**src/rtl/core/assert_macros.svh**
```systemverilog
// Assertion macros shared by the detector RTL.
`ifndef ASSERT_MACROS_SVH
`define ASSERT_MACROS_SVH

// Check a property on every rising edge outside reset.
`define EMFD_ASSERT(lbl, clk, rst_n, prop) \
  lbl: assert property (@(posedge clk) disable iff (!rst_n) (prop)) \
    else $error("emfd: assertion failed");

// Check that a condition implies a consequence in the same cycle.
`define EMFD_ASSERT_IMPL(lbl, clk, rst_n, ante, cons) \
  lbl: assert property (@(posedge clk) disable iff (!rst_n) (ante) |-> (cons)) \
    else $error("emfd: implication failed");

`endif

```
**src/rtl/core/emfd_pkg.sv**
```systemverilog
// Shared constants, types and state encoding of the MAV fibrillation detector.
`default_nettype none

package emfd_pkg;

  localparam int SAMPLE_BITS = 16;
  localparam int MAX_RATE    = 1024;
  localparam int MIN_RATE    = 32;
  localparam int RATE_W      = 11;
  localparam int CNT_W       = 10;
  localparam int SEC_W       = 3;
  localparam int ABS_W       = SAMPLE_BITS;
  localparam int SUM_W       = 26;
  localparam int WSUM_W      = SUM_W + 1;
  localparam int ACC_W       = 19;
  localparam int AVG_W       = 17;
  localparam int THR_W       = 16;
  localparam int FRAC_BITS   = 16;
  localparam int DEN_W       = 27;
  localparam int QUO_W       = 22;
  localparam int PRESHIFT    = QUO_W - FRAC_BITS;
  localparam int DIV_STEPS   = QUO_W;
  localparam int DIV_CNT_W   = 5;
  localparam int MUL_STEPS   = RATE_W;
  localparam int MUL_CNT_W   = 4;
  localparam int WINDOWS     = 7;
  localparam int CFG_IDX_W   = 2;
  localparam int CFG_DATA_W  = 16;

  localparam logic [SEC_W-1:0]  LAST_CHUNK = SEC_W'(7);
  localparam logic [RATE_W-1:0] RATE_RESET = RATE_W'(250);
  localparam logic [THR_W-1:0]  THR_RESET  = THR_W'(17695);
  localparam logic [RATE_W-1:0] RATE_LOW   = RATE_W'(MIN_RATE);
  localparam logic [RATE_W-1:0] RATE_HIGH  = RATE_W'(MAX_RATE);
  localparam logic [QUO_W-1:0]  Q16_ONE    = QUO_W'(1 << FRAC_BITS);
  localparam logic [ACC_W-1:0]  ACC_MAX    = ACC_W'(WINDOWS << FRAC_BITS);
  localparam logic [DEN_W-1:0]  WIN_COUNT  = DEN_W'(WINDOWS);

  typedef enum logic [CFG_IDX_W-1:0] {
    CFG_RATE      = 2'd0,
    CFG_THRESHOLD = 2'd1
  } cfg_reg_e;

  typedef enum logic [2:0] {
    ST_IDLE,
    ST_MUL,
    ST_MAV_START,
    ST_MAV_WAIT,
    ST_AVG_START,
    ST_AVG_WAIT,
    ST_DONE
  } state_e;

  typedef struct packed {
    logic             start;
    logic [DEN_W-1:0] rem0;
    logic [QUO_W-1:0] bits;
    logic [DEN_W-1:0] divisor;
  } div_req_t;

  typedef struct packed {
    logic             busy;
    logic             done;
    logic [QUO_W-1:0] quotient;
  } div_rsp_t;

endpackage

`default_nettype wire

```
**src/rtl/core/ecg_mav_fibrillation_detector_unit.sv**
```systemverilog
// Top level of the MAV ventricular-fibrillation detector.
`default_nettype none

`include "assert_macros.svh"

// Accepts one filtered ECG word per handshake and cuts the stream into
// 8-second sections of eight chunks of fs samples (fs from register 0, held
// within 32..1024). Each chunk keeps its absolute sum and absolute maximum;
// each pair of adjacent chunks forms a window whose MAV, sum / (max * 2 * fs)
// in Q1.16 and capped at 1.0, is added to an accumulator. At every section
// end one result word is emitted: the average of the seven window values,
// the flag (average above register 1), the flat-window mark and the sticky
// fatal bit of the record. A window with zero maximum marks the section flat:
// flag and average then read zero. Raising new_record with a sample clears
// all counters, sums and the fatal bit before that sample counts; a partial
// section at the end of a record yields nothing. A sample that does not close
// a chunk leaves the input ready. A sample that closes a chunk stalls the
// input while the 11-step shift-add multiplier forms max * 2 * fs and the
// 22-step restoring divider forms the window MAV (both are skipped when the
// window is flat or the chunk opens a section). The sample that closes a
// section also has the same divider divide the accumulator by seven, and it
// waits there if the previous result word is still stalled. The
// configuration port is always ready; write it only while the block is
// idle.
module ecg_mav_fibrillation_detector_unit (
  input  wire                                        clk_i,
  input  wire                                        rst_ni,
  // sample channel
  input  wire                                        in_valid_i,
  output logic                                       in_stall_o,
  input  wire signed [emfd_pkg::SAMPLE_BITS-1:0]     sample_i,
  input  wire                                        new_record_i,
  // result channel
  output logic                                       out_valid_o,
  input  wire                                        out_stall_i,
  output logic                                       section_flag_o,
  output logic [emfd_pkg::AVG_W-1:0]                 average_mav_o,
  output logic                                       flat_window_o,
  output logic                                       fatal_o,
  // configuration write channel
  input  wire                                        cfg_valid_i,
  output logic                                       cfg_ready_o,
  input  wire [emfd_pkg::CFG_IDX_W-1:0]              cfg_index_i,
  input  wire [emfd_pkg::CFG_DATA_W-1:0]             cfg_data_i
);

  // configuration
  logic [emfd_pkg::RATE_W-1:0] rate_q;
  logic [emfd_pkg::THR_W-1:0]  thr_q;
  logic [emfd_pkg::RATE_W-1:0] fs;

  // record state
  logic [emfd_pkg::CNT_W-1:0]  cnt_q, cnt_d;
  logic [emfd_pkg::SEC_W-1:0]  sec_q, sec_d;
  logic [emfd_pkg::SUM_W-1:0]  prev_sum_q, prev_sum_d;
  logic [emfd_pkg::ABS_W-1:0]  prev_max_q, prev_max_d;
  logic [emfd_pkg::SUM_W-1:0]  cur_sum_q, cur_sum_d;
  logic [emfd_pkg::ABS_W-1:0]  cur_max_q, cur_max_d;
  logic [emfd_pkg::ACC_W-1:0]  acc_q, acc_d;
  logic                        flat_q, flat_d;
  logic                        fatal_q, fatal_d;

  // window work registers
  logic [emfd_pkg::WSUM_W-1:0]    win_sum_q, win_sum_d;
  logic                           sec_end_q, sec_end_d;
  logic [emfd_pkg::DEN_W-1:0]     den_q, den_d;
  logic [emfd_pkg::DEN_W-1:0]     mcand_q, mcand_d;
  logic [emfd_pkg::RATE_W-1:0]    mplier_q, mplier_d;
  logic [emfd_pkg::MUL_CNT_W-1:0] mul_cnt_q, mul_cnt_d;
  logic [emfd_pkg::AVG_W-1:0]     avg_q, avg_d;

  // output register
  logic                        out_valid_q, out_valid_d;
  logic                        flag_q, flag_d;
  logic [emfd_pkg::AVG_W-1:0]  avg_out_q, avg_out_d;
  logic                        flat_out_q, flat_out_d;
  logic                        fatal_out_q, fatal_out_d;

  emfd_pkg::state_e   state_q, state_d;
  emfd_pkg::div_req_t div_req;
  emfd_pkg::div_rsp_t div_rsp;

  // per-sample datapath
  logic                           in_acc, out_acc;
  logic [emfd_pkg::ABS_W-1:0]     abs_val;
  logic [emfd_pkg::CNT_W-1:0]     cnt_base;
  logic [emfd_pkg::SEC_W-1:0]     sec_base;
  logic [emfd_pkg::SUM_W-1:0]     prev_sum_base, cur_sum_base, cur_sum_new;
  logic [emfd_pkg::ABS_W-1:0]     prev_max_base, cur_max_base, cur_max_new;
  logic [emfd_pkg::ABS_W-1:0]     win_max;
  logic [emfd_pkg::WSUM_W-1:0]    win_sum;
  logic                           chunk_end, has_window, sec_last, win_flat;
  logic [emfd_pkg::QUO_W-1:0]     mav_clamped;
  logic [emfd_pkg::AVG_W-1:0]     avg_final;
  logic                           flag_final;
  logic                           mul_last;
  logic                           out_free;

  assign cfg_ready_o = 1'b1;

  // clamp the sample rate into its supported range
  always_comb begin
    if (rate_q < emfd_pkg::RATE_LOW) begin
      fs = emfd_pkg::RATE_LOW;
    end else if (rate_q > emfd_pkg::RATE_HIGH) begin
      fs = emfd_pkg::RATE_HIGH;
    end else begin
      fs = rate_q;
    end
  end

  always_ff @(posedge clk_i or negedge rst_ni) begin
    if (!rst_ni) begin
      rate_q <= emfd_pkg::RATE_RESET;
      thr_q  <= emfd_pkg::THR_RESET;
    end else if (cfg_valid_i && cfg_ready_o) begin
      case (emfd_pkg::cfg_reg_e'(cfg_index_i))
        emfd_pkg::CFG_RATE:      rate_q <= cfg_data_i[emfd_pkg::RATE_W-1:0];
        emfd_pkg::CFG_THRESHOLD: thr_q  <= cfg_data_i[emfd_pkg::THR_W-1:0];
        default: begin
          // unknown index: drop the write
        end
      endcase
    end
  end

  assign out_free = !out_valid_q || !out_stall_i;
  assign out_acc  = out_valid_q && !out_stall_i;
  assign mul_last = mul_cnt_q == emfd_pkg::MUL_CNT_W'(emfd_pkg::MUL_STEPS - 1);

  // Sample path: apply a record clear first, then fold in |sample|. The most
  // negative sample folds to 2^(SAMPLE_BITS-1), which two's negation gives.
  always_comb begin
    abs_val       = sample_i[emfd_pkg::SAMPLE_BITS-1] ? (~sample_i + 1'b1) : sample_i;
    cnt_base      = new_record_i ? '0 : cnt_q;
    sec_base      = new_record_i ? '0 : sec_q;
    prev_sum_base = new_record_i ? '0 : prev_sum_q;
    prev_max_base = new_record_i ? '0 : prev_max_q;
    cur_sum_base  = new_record_i ? '0 : cur_sum_q;
    cur_max_base  = new_record_i ? '0 : cur_max_q;
    cur_sum_new   = cur_sum_base + emfd_pkg::SUM_W'(abs_val);
    cur_max_new   = (abs_val > cur_max_base) ? abs_val : cur_max_base;
    // a lowered rate ends an overlong chunk on its next sample
    chunk_end     = ({1'b0, cnt_base} + 1'b1) >= fs;
    has_window    = sec_base != '0;
    sec_last      = sec_base == emfd_pkg::LAST_CHUNK;
    win_sum       = {1'b0, prev_sum_base} + {1'b0, cur_sum_new};
    win_max       = (prev_max_base > cur_max_new) ? prev_max_base : cur_max_new;
    win_flat      = win_max == '0;
  end

  // cap the window MAV at 1.0 in Q1.16
  assign mav_clamped = (div_rsp.quotient > emfd_pkg::Q16_ONE) ?
                       emfd_pkg::Q16_ONE : div_rsp.quotient;

  // section decision from the held average and flat mark
  assign avg_final  = flat_q ? '0 : avg_q;
  assign flag_final = !flat_q && (avg_final > {1'b0, thr_q});

  // next state
  always_comb begin
    state_d = state_q;
    case (state_q)
      emfd_pkg::ST_IDLE: begin
        if (in_acc && chunk_end) begin
          if (has_window && !win_flat) begin
            state_d = emfd_pkg::ST_MUL;
          end else if (sec_last) begin
            state_d = emfd_pkg::ST_AVG_START;
          end
        end
      end
      emfd_pkg::ST_MUL: begin
        if (mul_last) begin
          state_d = emfd_pkg::ST_MAV_START;
        end
      end
      emfd_pkg::ST_MAV_START: state_d = emfd_pkg::ST_MAV_WAIT;
      emfd_pkg::ST_MAV_WAIT: begin
        if (div_rsp.done) begin
          state_d = sec_end_q ? emfd_pkg::ST_AVG_START : emfd_pkg::ST_IDLE;
        end
      end
      emfd_pkg::ST_AVG_START: state_d = emfd_pkg::ST_AVG_WAIT;
      emfd_pkg::ST_AVG_WAIT: begin
        if (div_rsp.done) begin
          state_d = emfd_pkg::ST_DONE;
        end
      end
      emfd_pkg::ST_DONE: begin
        if (out_free) begin
          state_d = emfd_pkg::ST_IDLE;
        end
      end
      default: state_d = emfd_pkg::ST_IDLE;
    endcase
  end

  // outputs of the sequencer: stall and divider requests
  always_comb begin
    in_stall_o          = 1'b1;
    div_req.start       = 1'b0;
    div_req.rem0        = '0;
    div_req.bits        = '0;
    div_req.divisor     = emfd_pkg::WIN_COUNT;
    case (state_q)
      emfd_pkg::ST_IDLE: in_stall_o = 1'b0;
      emfd_pkg::ST_MAV_START: begin
        // numerator is win_sum << 16; its top bits start the remainder
        div_req.start   = 1'b1;
        div_req.rem0    = emfd_pkg::DEN_W'(win_sum_q >> emfd_pkg::PRESHIFT);
        div_req.bits    = {win_sum_q[emfd_pkg::PRESHIFT-1:0],
                           emfd_pkg::FRAC_BITS'(0)};
        div_req.divisor = den_q;
      end
      emfd_pkg::ST_AVG_START: begin
        div_req.start   = 1'b1;
        div_req.bits    = emfd_pkg::QUO_W'(acc_q);
      end
      default: begin
        // hold stall, no request
      end
    endcase
  end

  assign in_acc = in_valid_i && !in_stall_o;

  // register next values
  always_comb begin
    cnt_d       = cnt_q;
    sec_d       = sec_q;
    prev_sum_d  = prev_sum_q;
    prev_max_d  = prev_max_q;
    cur_sum_d   = cur_sum_q;
    cur_max_d   = cur_max_q;
    acc_d       = acc_q;
    flat_d      = flat_q;
    fatal_d     = fatal_q;
    win_sum_d   = win_sum_q;
    sec_end_d   = sec_end_q;
    den_d       = den_q;
    mcand_d     = mcand_q;
    mplier_d    = mplier_q;
    mul_cnt_d   = mul_cnt_q;
    avg_d       = avg_q;
    out_valid_d = out_acc ? 1'b0 : out_valid_q;
    flag_d      = flag_q;
    avg_out_d   = avg_out_q;
    flat_out_d  = flat_out_q;
    fatal_out_d = fatal_out_q;

    if (in_acc) begin
      acc_d   = new_record_i ? '0 : acc_q;
      flat_d  = new_record_i ? 1'b0 : flat_q;
      fatal_d = new_record_i ? 1'b0 : fatal_q;
      if (!chunk_end) begin
        cnt_d      = cnt_base + 1'b1;
        sec_d      = sec_base;
        prev_sum_d = prev_sum_base;
        prev_max_d = prev_max_base;
        cur_sum_d  = cur_sum_new;
        cur_max_d  = cur_max_new;
      end else begin
        cnt_d     = '0;
        win_sum_d = win_sum;
        sec_end_d = sec_last;
        if (has_window && win_flat) begin
          flat_d = 1'b1;
        end
        // load the shift-add multiplier with max * 2 and fs
        den_d     = '0;
        mcand_d   = {emfd_pkg::DEN_W'(win_max)} << 1;
        mplier_d  = fs;
        mul_cnt_d = '0;
        if (sec_last) begin
          sec_d      = '0;
          prev_sum_d = '0;
          prev_max_d = '0;
        end else begin
          sec_d      = sec_base + 1'b1;
          prev_sum_d = cur_sum_new;
          prev_max_d = cur_max_new;
        end
        cur_sum_d = '0;
        cur_max_d = '0;
      end
    end

    case (state_q)
      emfd_pkg::ST_MUL: begin
        if (mplier_q[0]) begin
          den_d = den_q + mcand_q;
        end
        mcand_d   = mcand_q << 1;
        mplier_d  = mplier_q >> 1;
        mul_cnt_d = mul_cnt_q + 1'b1;
      end
      emfd_pkg::ST_MAV_WAIT: begin
        if (div_rsp.done) begin
          acc_d = acc_q + emfd_pkg::ACC_W'(mav_clamped);
        end
      end
      emfd_pkg::ST_AVG_WAIT: begin
        if (div_rsp.done) begin
          avg_d = div_rsp.quotient[emfd_pkg::AVG_W-1:0];
        end
      end
      emfd_pkg::ST_DONE: begin
        if (out_free) begin
          out_valid_d = 1'b1;
          flag_d      = flag_final;
          avg_out_d   = avg_final;
          flat_out_d  = flat_q;
          fatal_out_d = fatal_q | flag_final;
          fatal_d     = fatal_q | flag_final;
          acc_d       = '0;
          flat_d      = 1'b0;
        end
      end
      default: begin
        // hold
      end
    endcase
  end

  always_ff @(posedge clk_i or negedge rst_ni) begin
    if (!rst_ni) begin
      state_q     <= emfd_pkg::ST_IDLE;
      cnt_q       <= '0;
      sec_q       <= '0;
      prev_sum_q  <= '0;
      prev_max_q  <= '0;
      cur_sum_q   <= '0;
      cur_max_q   <= '0;
      acc_q       <= '0;
      flat_q      <= 1'b0;
      fatal_q     <= 1'b0;
      sec_end_q   <= 1'b0;
      mul_cnt_q   <= '0;
      out_valid_q <= 1'b0;
    end else begin
      state_q     <= state_d;
      cnt_q       <= cnt_d;
      sec_q       <= sec_d;
      prev_sum_q  <= prev_sum_d;
      prev_max_q  <= prev_max_d;
      cur_sum_q   <= cur_sum_d;
      cur_max_q   <= cur_max_d;
      acc_q       <= acc_d;
      flat_q      <= flat_d;
      fatal_q     <= fatal_d;
      sec_end_q   <= sec_end_d;
      mul_cnt_q   <= mul_cnt_d;
      out_valid_q <= out_valid_d;
    end
  end

  always_ff @(posedge clk_i) begin
    win_sum_q   <= win_sum_d;
    den_q       <= den_d;
    mcand_q     <= mcand_d;
    mplier_q    <= mplier_d;
    avg_q       <= avg_d;
    flag_q      <= flag_d;
    avg_out_q   <= avg_out_d;
    flat_out_q  <= flat_out_d;
    fatal_out_q <= fatal_out_d;
  end

  emfd_serial_div u_div (
    .clk_i  (clk_i),
    .rst_ni (rst_ni),
    .req_i  (div_req),
    .rsp_o  (div_rsp)
  );

  assign out_valid_o    = out_valid_q;
  assign section_flag_o = flag_q;
  assign average_mav_o  = avg_out_q;
  assign flat_window_o  = flat_out_q;
  assign fatal_o        = fatal_out_q;

  `EMFD_ASSERT(a_acc_range, clk_i, rst_ni, acc_q <= emfd_pkg::ACC_MAX)
  `EMFD_ASSERT_IMPL(a_result_from_done, clk_i, rst_ni, $rose(out_valid_q),
                    $past(state_q == emfd_pkg::ST_DONE))
  `EMFD_ASSERT_IMPL(a_wait_has_divider, clk_i, rst_ni,
                    state_q == emfd_pkg::ST_MAV_WAIT || state_q == emfd_pkg::ST_AVG_WAIT,
                    div_rsp.busy || div_rsp.done)

endmodule

`default_nettype wire

```
**src/rtl/core/emfd_serial_div.sv**
```systemverilog
// Bit-serial restoring divider, one quotient bit per cycle.
`default_nettype none

`include "assert_macros.svh"

module emfd_serial_div (
  input  wire                 clk_i,
  input  wire                 rst_ni,
  input  emfd_pkg::div_req_t  req_i,
  output emfd_pkg::div_rsp_t  rsp_o
);

  logic                               busy_q, busy_d;
  logic                               done_q, done_d;
  logic [emfd_pkg::DIV_CNT_W-1:0]     cnt_q, cnt_d;
  logic [emfd_pkg::DEN_W-1:0]         rem_q, rem_d;
  logic [emfd_pkg::DEN_W-1:0]         div_q, div_d;
  logic [emfd_pkg::QUO_W-1:0]         bits_q, bits_d;
  logic [emfd_pkg::QUO_W-1:0]         quo_q, quo_d;

  logic [emfd_pkg::DEN_W:0] trial;
  logic [emfd_pkg::DEN_W:0] diff;
  logic                     fits;

  always_comb begin
    trial = {rem_q, bits_q[emfd_pkg::QUO_W-1]};
    diff  = trial - {1'b0, div_q};
    fits  = trial >= {1'b0, div_q};
  end

  always_comb begin
    busy_d = busy_q;
    done_d = 1'b0;
    cnt_d  = cnt_q;
    rem_d  = rem_q;
    div_d  = div_q;
    bits_d = bits_q;
    quo_d  = quo_q;
    if (req_i.start) begin
      busy_d = 1'b1;
      cnt_d  = '0;
      rem_d  = req_i.rem0;
      div_d  = req_i.divisor;
      bits_d = req_i.bits;
      quo_d  = '0;
    end else if (busy_q) begin
      // shift in one numerator bit, subtract when the divisor fits
      rem_d  = fits ? diff[emfd_pkg::DEN_W-1:0] : trial[emfd_pkg::DEN_W-1:0];
      quo_d  = {quo_q[emfd_pkg::QUO_W-2:0], fits};
      bits_d = {bits_q[emfd_pkg::QUO_W-2:0], 1'b0};
      cnt_d  = cnt_q + 1'b1;
      if (cnt_q == emfd_pkg::DIV_CNT_W'(emfd_pkg::DIV_STEPS - 1)) begin
        busy_d = 1'b0;
        done_d = 1'b1;
      end
    end
  end

  always_ff @(posedge clk_i or negedge rst_ni) begin
    if (!rst_ni) begin
      busy_q <= 1'b0;
      done_q <= 1'b0;
      cnt_q  <= '0;
    end else begin
      busy_q <= busy_d;
      done_q <= done_d;
      cnt_q  <= cnt_d;
    end
  end

  always_ff @(posedge clk_i) begin
    rem_q  <= rem_d;
    div_q  <= div_d;
    bits_q <= bits_d;
    quo_q  <= quo_d;
  end

  assign rsp_o.busy     = busy_q;
  assign rsp_o.done     = done_q;
  assign rsp_o.quotient = quo_q;

  `EMFD_ASSERT_IMPL(a_rem_below_div, clk_i, rst_ni, busy_q, rem_q < div_q)
  `EMFD_ASSERT_IMPL(a_done_after_busy, clk_i, rst_ni, done_q, $past(busy_q))
  `EMFD_ASSERT_IMPL(a_cnt_range, clk_i, rst_ni, busy_q,
                    cnt_q < emfd_pkg::DIV_CNT_W'(emfd_pkg::DIV_STEPS))

endmodule

`default_nettype wire
```
**config.mk**
```make
export PLATFORM = sky130hd
export DESIGN_NAME = ecg_mav_fibrillation_detector_unit
export DESIGN_NICKNAME = d
export VERILOG_FILES = /design/src/rtl/core/emfd_pkg.sv /design/src/rtl/core/ecg_mav_fibrillation_detector_unit.sv /design/src/rtl/core/emfd_serial_div.sv
export VERILOG_INCLUDE_DIRS = /design/src /design/src/rtl/core
export SDC_FILE = /design/constraint.sdc
export NUM_CORES = 1
export LEC_CHECK = 0
export BUFFER_PORTS_ARGS = -buffer_cell sky130_fd_sc_hd__buf_2
export CAP_MARGIN = 20
export CORE_AREA = 2 2 332 236
export CTS_CLUSTER_DIAMETER = 120
export DETAILED_ROUTE_END_ITERATION = 6
export DIE_AREA = 0 0 334 238
export GPL_ROUTABILITY_DRIVEN = 0
export PLACE_DENSITY = 0.52
export SYNTH_ARGS = -nofsm -noshare
export SYNTH_HDL_FRONTEND = slang
export SYNTH_SLANG_ARGS = --single-unit
```
**constraint.sdc**
```tcl
create_clock -name clk_i -period 7.1 [get_ports clk_i]
set_input_delay 0.71 -clock clk_i [delete_from_list [all_inputs] [get_ports clk_i]]
set_output_delay 0.71 -clock clk_i [all_outputs]
set_load 0.05 [all_outputs]
```
# Word-level counts from Yosys, hierarchy flattened
# Index checks and enable logic that the tools add are counted.
[totals]
register_bits = 387
elab_cells = 175
output_inout_bits = 23
inputBits = 40
[classes]
bitwise_logic = 2
eq_ne = 16
addsub = 11
mux = 79
reduce_logical = 26
magnitude_cmp = 8
[ops]
columns = ["operator", "count"]
rows = [
  ["two-way mux 27 bit", 10],
  ["two-way mux 26 bit", 5],
  ["two-way mux 16 bit", 8],
  ["two-way mux 19 bit", 5],
  ["two-way mux 10 bit", 5],
  ["two-way mux 22 bit", 2],
  ["case mux 22 bit (2 select lines)", 1],
  ["case mux 19 bit (2 select lines)", 1],
  ["two-way mux 3 bit", 11],
  ["> comparator 16 bit", 2],
  ["greater-or-equal comparator 28 x 27 -> 1 bit", 1],
  ["adder 26 x 26 -> 27 bit", 1],
  ["adder 27 bit", 1],
  ["subtractor 27 bit", 1],
  ["adder 26 x 16 -> 26 bit", 1],
  ["> comparator 22 x 17 -> 1 bit, second input constant", 1],
  ["two-way mux 11 bit", 2],
  ["two-way mux 1 bit", 21],
  ["two-way mux 21 bit", 1],
  ["case mux 3 bit (7 select lines)", 1],
  ["adder 19 bit", 1],
  ["> comparator 17 x 16 -> 1 bit", 1],
  ["two-way mux 17 bit", 1],
  ["adder 16 x 1 -> 16 bit, second input constant", 1],
  ["32 further kinds", 57],
]

# Depth between registers and ports, before layout
[depth]
ltp_word = 14
depth_mapped = 29
depth_no_buf = 26

# By module
# From an unflattened synthesis, not the netlist that was laid out.
[unflattened]
hier_cells = 2466
area_unflattened_um2 = 23955.5
[by_module_without_submodules]
columns = ["mod", "seq_area_each_um2", "n_inst", "cells_each", "area_per_inst_um2"]
rows = [
  ["ecg_mav_fibrillation_detector_unit", 7444.6, 1, 1930, 18126.1],
  ["emfd_serial_div", 2897.8, 1, 536, 5829.3],
]

# Least setup slack after synthesis
# Ideal clock, no wire load.
[synth_timing]
path_type = "input port to flip-flop"
start = "in new_record_i"
end = "reg win_sum_q[26] (netlist bit), data pin"
t_arrival_ns = 6.274
required_ns = 6.836
cell_stages = 29
path_slack_ns = 0.562
n_path_buf = 6
path_cell_list = "clkbuf_1 -> clkbuf_1 -> clkbuf_1 -> clkbuf_1 -> clkbuf_1 -> nor2b_1 -> ha_1 -> inv_1 -> fa_1 -> nor2b_1 -> o31a_1 -> o31ai_1 -> a21oi_1 -> o311ai_0 -> a311oi_1 -> o221a_2 -> buf_2 -> nand3_1 -> xor2_1 -> nor2_1 -> ha_1 -> inv_1 -> nor2_1 -> and3_1 -> a221o_1 -> a21o_1 -> a41o_1 -> nor4_1 -> a21oi_1"
[synth_via]
elab_chain_cells = 3
word_cells_on_any_way = 4
[synth_rtl]
columns = ["item", "line_no", "text"]
rows = [
  ["start, declared", "ecg_mav_fibrillation_detector_unit.sv:32", "input wire new_record_i,"],
  ["two-way mux 26 bit", "ecg_mav_fibrillation_detector_unit.sv:139", "cur_sum_base = new_record_i ? '0 : cur_sum_q;"],
  ["adder 26 x 16 -> 26 bit", "ecg_mav_fibrillation_detector_unit.sv:141", "cur_sum_new = cur_sum_base + emfd_pkg::SUM_W'(abs_val);"],
  ["adder 26 x 26 -> 27 bit *", "ecg_mav_fibrillation_detector_unit.sv:147", "win_sum = {1'b0, prev_sum_base} + {1'b0, cur_sum_new};"],
  ["via win_sum, one bit", "ecg_mav_fibrillation_detector_unit.sv:91", "logic [emfd_pkg::WSUM_W-1:0] win_sum;"],
  ["end signal, assigned", "ecg_mav_fibrillation_detector_unit.sv:359", "win_sum_q <= win_sum_d;"],
  ["end, declared", "ecg_mav_fibrillation_detector_unit.sv:64", "logic [emfd_pkg::WSUM_W-1:0] win_sum_q, win_sum_d;"],
]
# The timed path passes the listed nets; every way through them passes the cells marked *.
# A chain may end at the register's enable or synchronous reset.

# Final worst setup path
[layout_timing]
start = "in sample_i[9] (netlist bit)"
end = "reg state_q[0]"
[layout_via]
elab_chain_cells = 13
word_cells_on_any_way = 15
[layout_rtl]
columns = ["item", "line_no", "text"]
rows = [
  ["start, declared", "ecg_mav_fibrillation_detector_unit.sv:31", "input wire signed [emfd_pkg::SAMPLE_BITS-1:0] sample_i,"],
  ["NOT 16 bit", "ecg_mav_fibrillation_detector_unit.sv:134", "abs_val = sample_i[emfd_pkg::SAMPLE_BITS-1] ? (~sample_i + 1'b1) : sample_i;"],
  ["adder 16 x 1 -> 16 bit", "ecg_mav_fibrillation_detector_unit.sv:134", ""],
  ["two-way mux 16 bit *", "ecg_mav_fibrillation_detector_unit.sv:134", ""],
  ["> comparator 16 bit", "ecg_mav_fibrillation_detector_unit.sv:142", "cur_max_new = (abs_val > cur_max_base) ? abs_val : cur_max_base;"],
  ["two-way mux 16 bit *", "ecg_mav_fibrillation_detector_unit.sv:142", ""],
  ["> comparator 16 bit", "ecg_mav_fibrillation_detector_unit.sv:148", "win_max = (prev_max_base > cur_max_new) ? prev_max_base : cur_max_new;"],
  ["two-way mux 16 bit *", "ecg_mav_fibrillation_detector_unit.sv:148", ""],
  ["zero test 16 bit *", "ecg_mav_fibrillation_detector_unit.sv:149", "win_flat = win_max == '0;"],
  ["zero test 1 bit *", "ecg_mav_fibrillation_detector_unit.sv:166", "if (has_window && !win_flat) begin"],
  ["logical AND 1 bit *", "ecg_mav_fibrillation_detector_unit.sv:166", ""],
  ["two-way mux 3 bit", "ecg_mav_fibrillation_detector_unit.sv:166", ""],
  ["two-way mux 3 bit", "ecg_mav_fibrillation_detector_unit.sv:165", "if (in_acc && chunk_end) begin"],
  ["case mux 3 bit (7 select lines)", "ecg_mav_fibrillation_detector_unit.sv:163", "case (state_q)"],
  ["end signal, assigned", "ecg_mav_fibrillation_detector_unit.sv:328", "state_q <= emfd_pkg::ST_IDLE;"],
  ["end signal, assigned", "ecg_mav_fibrillation_detector_unit.sv:342", "state_q <= state_d;"],
  ["end, declared", "ecg_mav_fibrillation_detector_unit.sv:79", "emfd_pkg::state_e state_q, state_d;"],
]
# Mark *: on every way between the ends. The rest lies on a longest branch, timed or not. The select of a mux whose other input is x is not followed.

==> run summary <==
Clk buf depth - 3
CTS resizes - 0
Syn Area/Cell - 9.64 sq um
Crit end category - flip-flop
Vias - 18,300
Clock Pin Slew Worst Setup and Hold Paths - 70 ps
Vias per cell - 5.18
CTS tree - built
Final ANT Viol Nets - 0
Cells after synthesis - 2,433
Syn_nets - 2,654
Worst r2r src - cur_sum_q[0]$_DFFE_PN0P_
Hold WS - 82.9 ps
Power per Cell Area - 435 nW/um^2
Fill count - 7,703
Status - finished, final reports clean
Die footprint - 79,500 sq um
Die H - 238 um
Max-slew violations - 0
Commonest register cell after synthesis - edfxtp_1
Number of max-cap violations - 0
CTS buffer count - 46
H-tree levels - 2
Routed len/inst - 17.9 um
Crit path kind - in -> reg
Worst EP arrival - 6740 ps
Die W - 334 um
CP Max Fanout - 11
Initial antenna violation count - 1
Tightest Pin Transition - 1070 ps
Placement Rows - 85
Worst skew pair latency - 610 ps
Place WS - 436 ps
Sink Count - 387
P_leak - 11.5 nW
Fin util - 34.8%
I/O pin count - 63
Core box area - 76,100 sq um
# Post-CTS Setup Buffers - 0
Final HPWL DP - 46,100 um
Crit path launch type - primary input
DRT iter0 DRCs - 1,528
VDD IR-drop max - 0.229 mV
Nets - 2,710
RSZ-0062 raised after global routing - no
Crit Reg-Reg Endpoint - win_sum_q[26]$_DFFE_PP_
Gr usage total - 15.8%
Remaining Overflow, GRT - 0
Clock skew - 28.6 ps
# DRC - 0
R2R cell count - 23
Initial Util - 30.8%
Post-synth EDFFs - 177
Largest net degree at the start of global routing - 87
FFs w/ async S/R, synth - 41.6%
Unique masters post-synth - 88
Syn-to-layout area delta - 13.0%
Worst EP required - 7550 ps
Ys Warns - 0
Final Hold Viols - 0
Hold Crit Class - in -> async
Synth Cell Area - 23,400 sq um
Detailed Route WL - 63,200 um
Root Driver - clkbuf_16
Vias in the first global route - 17,700
Fmax - 0.159 GHz
First-pass GRT wire length - 101,000 um
# diodes - 0
Hold-fix buffers at CTS - 0
Relative slew slack - 28.3%
Setup TNS - 0 ps
FF+latch count, synth - 387
Min Clock Period, post-route - 6290 ps
Tcrit/Tclk final - 88.5%
Share of cells above drive strength 1 - 9.94%
Port Buffers - 61
# setup viols final - 0
Register area share after synthesis - 44.1%
Setup WS post-layout - 815 ps
Flop2flop setup slack - 1630 ps
DR pass1 iterations - 5
-- per-layer routing --
metal / track usage [%] / share of wire (%)
met1: 24.4 / 52
met2: 23.0 / 41
met3: 2.15 / 4.7
met4: 3.77 / 1.9
met5: 0 / 0
-- power breakdown --
part / internal (mW) / leakage (nW) / switching, mW
logic: 2.13 / 6.60 / 3.27
registers: 3.31 / 4.22 / 0.485
clock network: 1.34 / 0.718 / 0.992
-- cell usage after synthesis (50+ instances only) --
| cell | number | area, sq um |
|---|---|---|
| edfxtp_1 | 177 | 5320 |
| and2_1 | 67 | 419 |
| nor2_1 | 148 | 556 |
| nand2_1 | 286 | 1070 |
| clkbuf_1 | 83 | 312 |
| a21oi_1 | 119 | 596 |
| nor2b_1 | 93 | 582 |
| a21o_1 | 50 | 375 |
| inv_1 | 124 | 465 |
| o21ai_0 | 216 | 1080 |
| xnor2_1 | 69 | 604 |
| ha_1 | 176 | 2200 |
| dfrtp_1 | 147 | 3680 |
-- placed cells by master, fill, tap and decap left out, types with 10 or more instances in the layout --
master | netlist | final
a211o_1 | 10 | 10
a211oi_1 | 21 | 21
a21o_1 | 50 | 50
a21oi_1 | 119 | 119
a22o_1 | 44 | 44
a31oi_1 | 24 | 24
and2_1 | 67 | 67
and3_1 | 17 | 17
buf_2 | 8 | 60
buf_4 | 2 | 42
clkbuf_1 | 83 | 11
clkbuf_16 | 0 | 46
dfrtp_1 | 147 | 147
dfstp_2 | 14 | 14
dfxtp_1 | 49 | 49
edfxtp_1 | 177 | 177
ha_1 | 176 | 176
inv_1 | 124 | 123
mux2_2 | 28 | 28
mux2i_1 | 44 | 44
nand2_1 | 286 | 285
nand2b_1 | 26 | 26
nand3_1 | 43 | 43
nand4_1 | 23 | 23
nor2_1 | 148 | 147
nor2b_1 | 93 | 93
nor3_1 | 32 | 30
nor4_1 | 17 | 17
o21a_1 | 30 | 30
o21ai_0 | 216 | 215
o21bai_1 | 12 | 12
o31ai_1 | 31 | 30
or2_2 | 11 | 11
or3_1 | 17 | 16
xnor2_1 | 69 | 69
xor2_1 | 47 | 47
-- worst max-delay path by stage --
stage	startpoint	cells past startpoint	end
after floorplan	new_record_i	29	win_sum_q[26]$_DFFE_PP_
after global placement	sample_i[9]	26	state_q[0]$_DFFE_PN0P_
after detailed placement	sample_i[9]	24	state_q[0]$_DFFE_PN0P_
after CTS	sample_i[9]	24	state_q[0]$_DFFE_PN0P_
after global routing	sample_i[7]	24	state_q[0]$_DFFE_PN0P_
final	sample_i[9]	24	state_q[0]$_DFFE_PN0P_
-- worst max-delay path, stage by stage --
cell and delay (ps):
buf_2 170, or3_1 410, or3_1 350, o31ai_1 250, xnor2_1 190, ha_1 360, nand2_1 70, o211ai_1 220
a21oi_1 90, o221a_4 140, o32a_1 430, nor2_1 430, nor2_1 100, a21oi_1 220, ha_1 300, and3_1 210
a221o_1 350, a221o_1 350, o31ai_1 100, nand2_1 220, and2_1 240, a211o_1 310, nor3_1 360, o21ai_0 160
-- area by class of cell --
type                    count  area, sq um  share of cell area (%)
multi-input cells        1824        12300                    46.5
clock buffers              60         1230                    4.66
well taps                1000         1250                    4.72
clock inverters            25          236                   0.893
repair buffers            104          647                    2.44
flip-flops and latches    387        10300                    39.0
inverters                 126          473                    1.79
-- cell families after synthesis --
family          count (synthesis)  share of synthesized area, %
mux                            72                          3.22
other cells                     2                        0.0320
flops                         387                          44.1
simple gates                  805                          16.8
fa+ha+maj                     181                          9.82
buf+inv                       222                          3.63
xor+xnor                      117                          4.43
compound gates                647                          18.0
-- per-stage QoR --
stage / total power, mW / cells / cell area, sq um
global placement: 9.06 / 3441 / 25000
finish: 11.5 / 3526 / 26500
floorplan: 7.67 / 2433 / 23400
CTS: 11.6 / 3526 / 26500
global route: 12.4 / 3526 / 26500
detailed placement: 9.21 / 3441 / 25000
-- state kept, by name, indices dropped and copies added, names as in the netlist, 16 cells and up --
| name | cells |
|---|---|
| cur_max_q | 16 |
| average_mav_o | 17 |
| cur_sum_q | 26 |
| den_q | 27 |
| win_sum_q | 27 |
| u_div.div_q | 27 |
| thr_q | 16 |
| prev_max_q | 16 |
| acc_q | 19 |
| u_div.rem_q | 27 |
| prev_sum_q | 26 |
| u_div.quo_q | 22 |
| avg_q | 17 |
| mcand_q | 26 |
| u_div.bits_q | 22 |
Note: power is estimated with default switching activity, not from simulation.
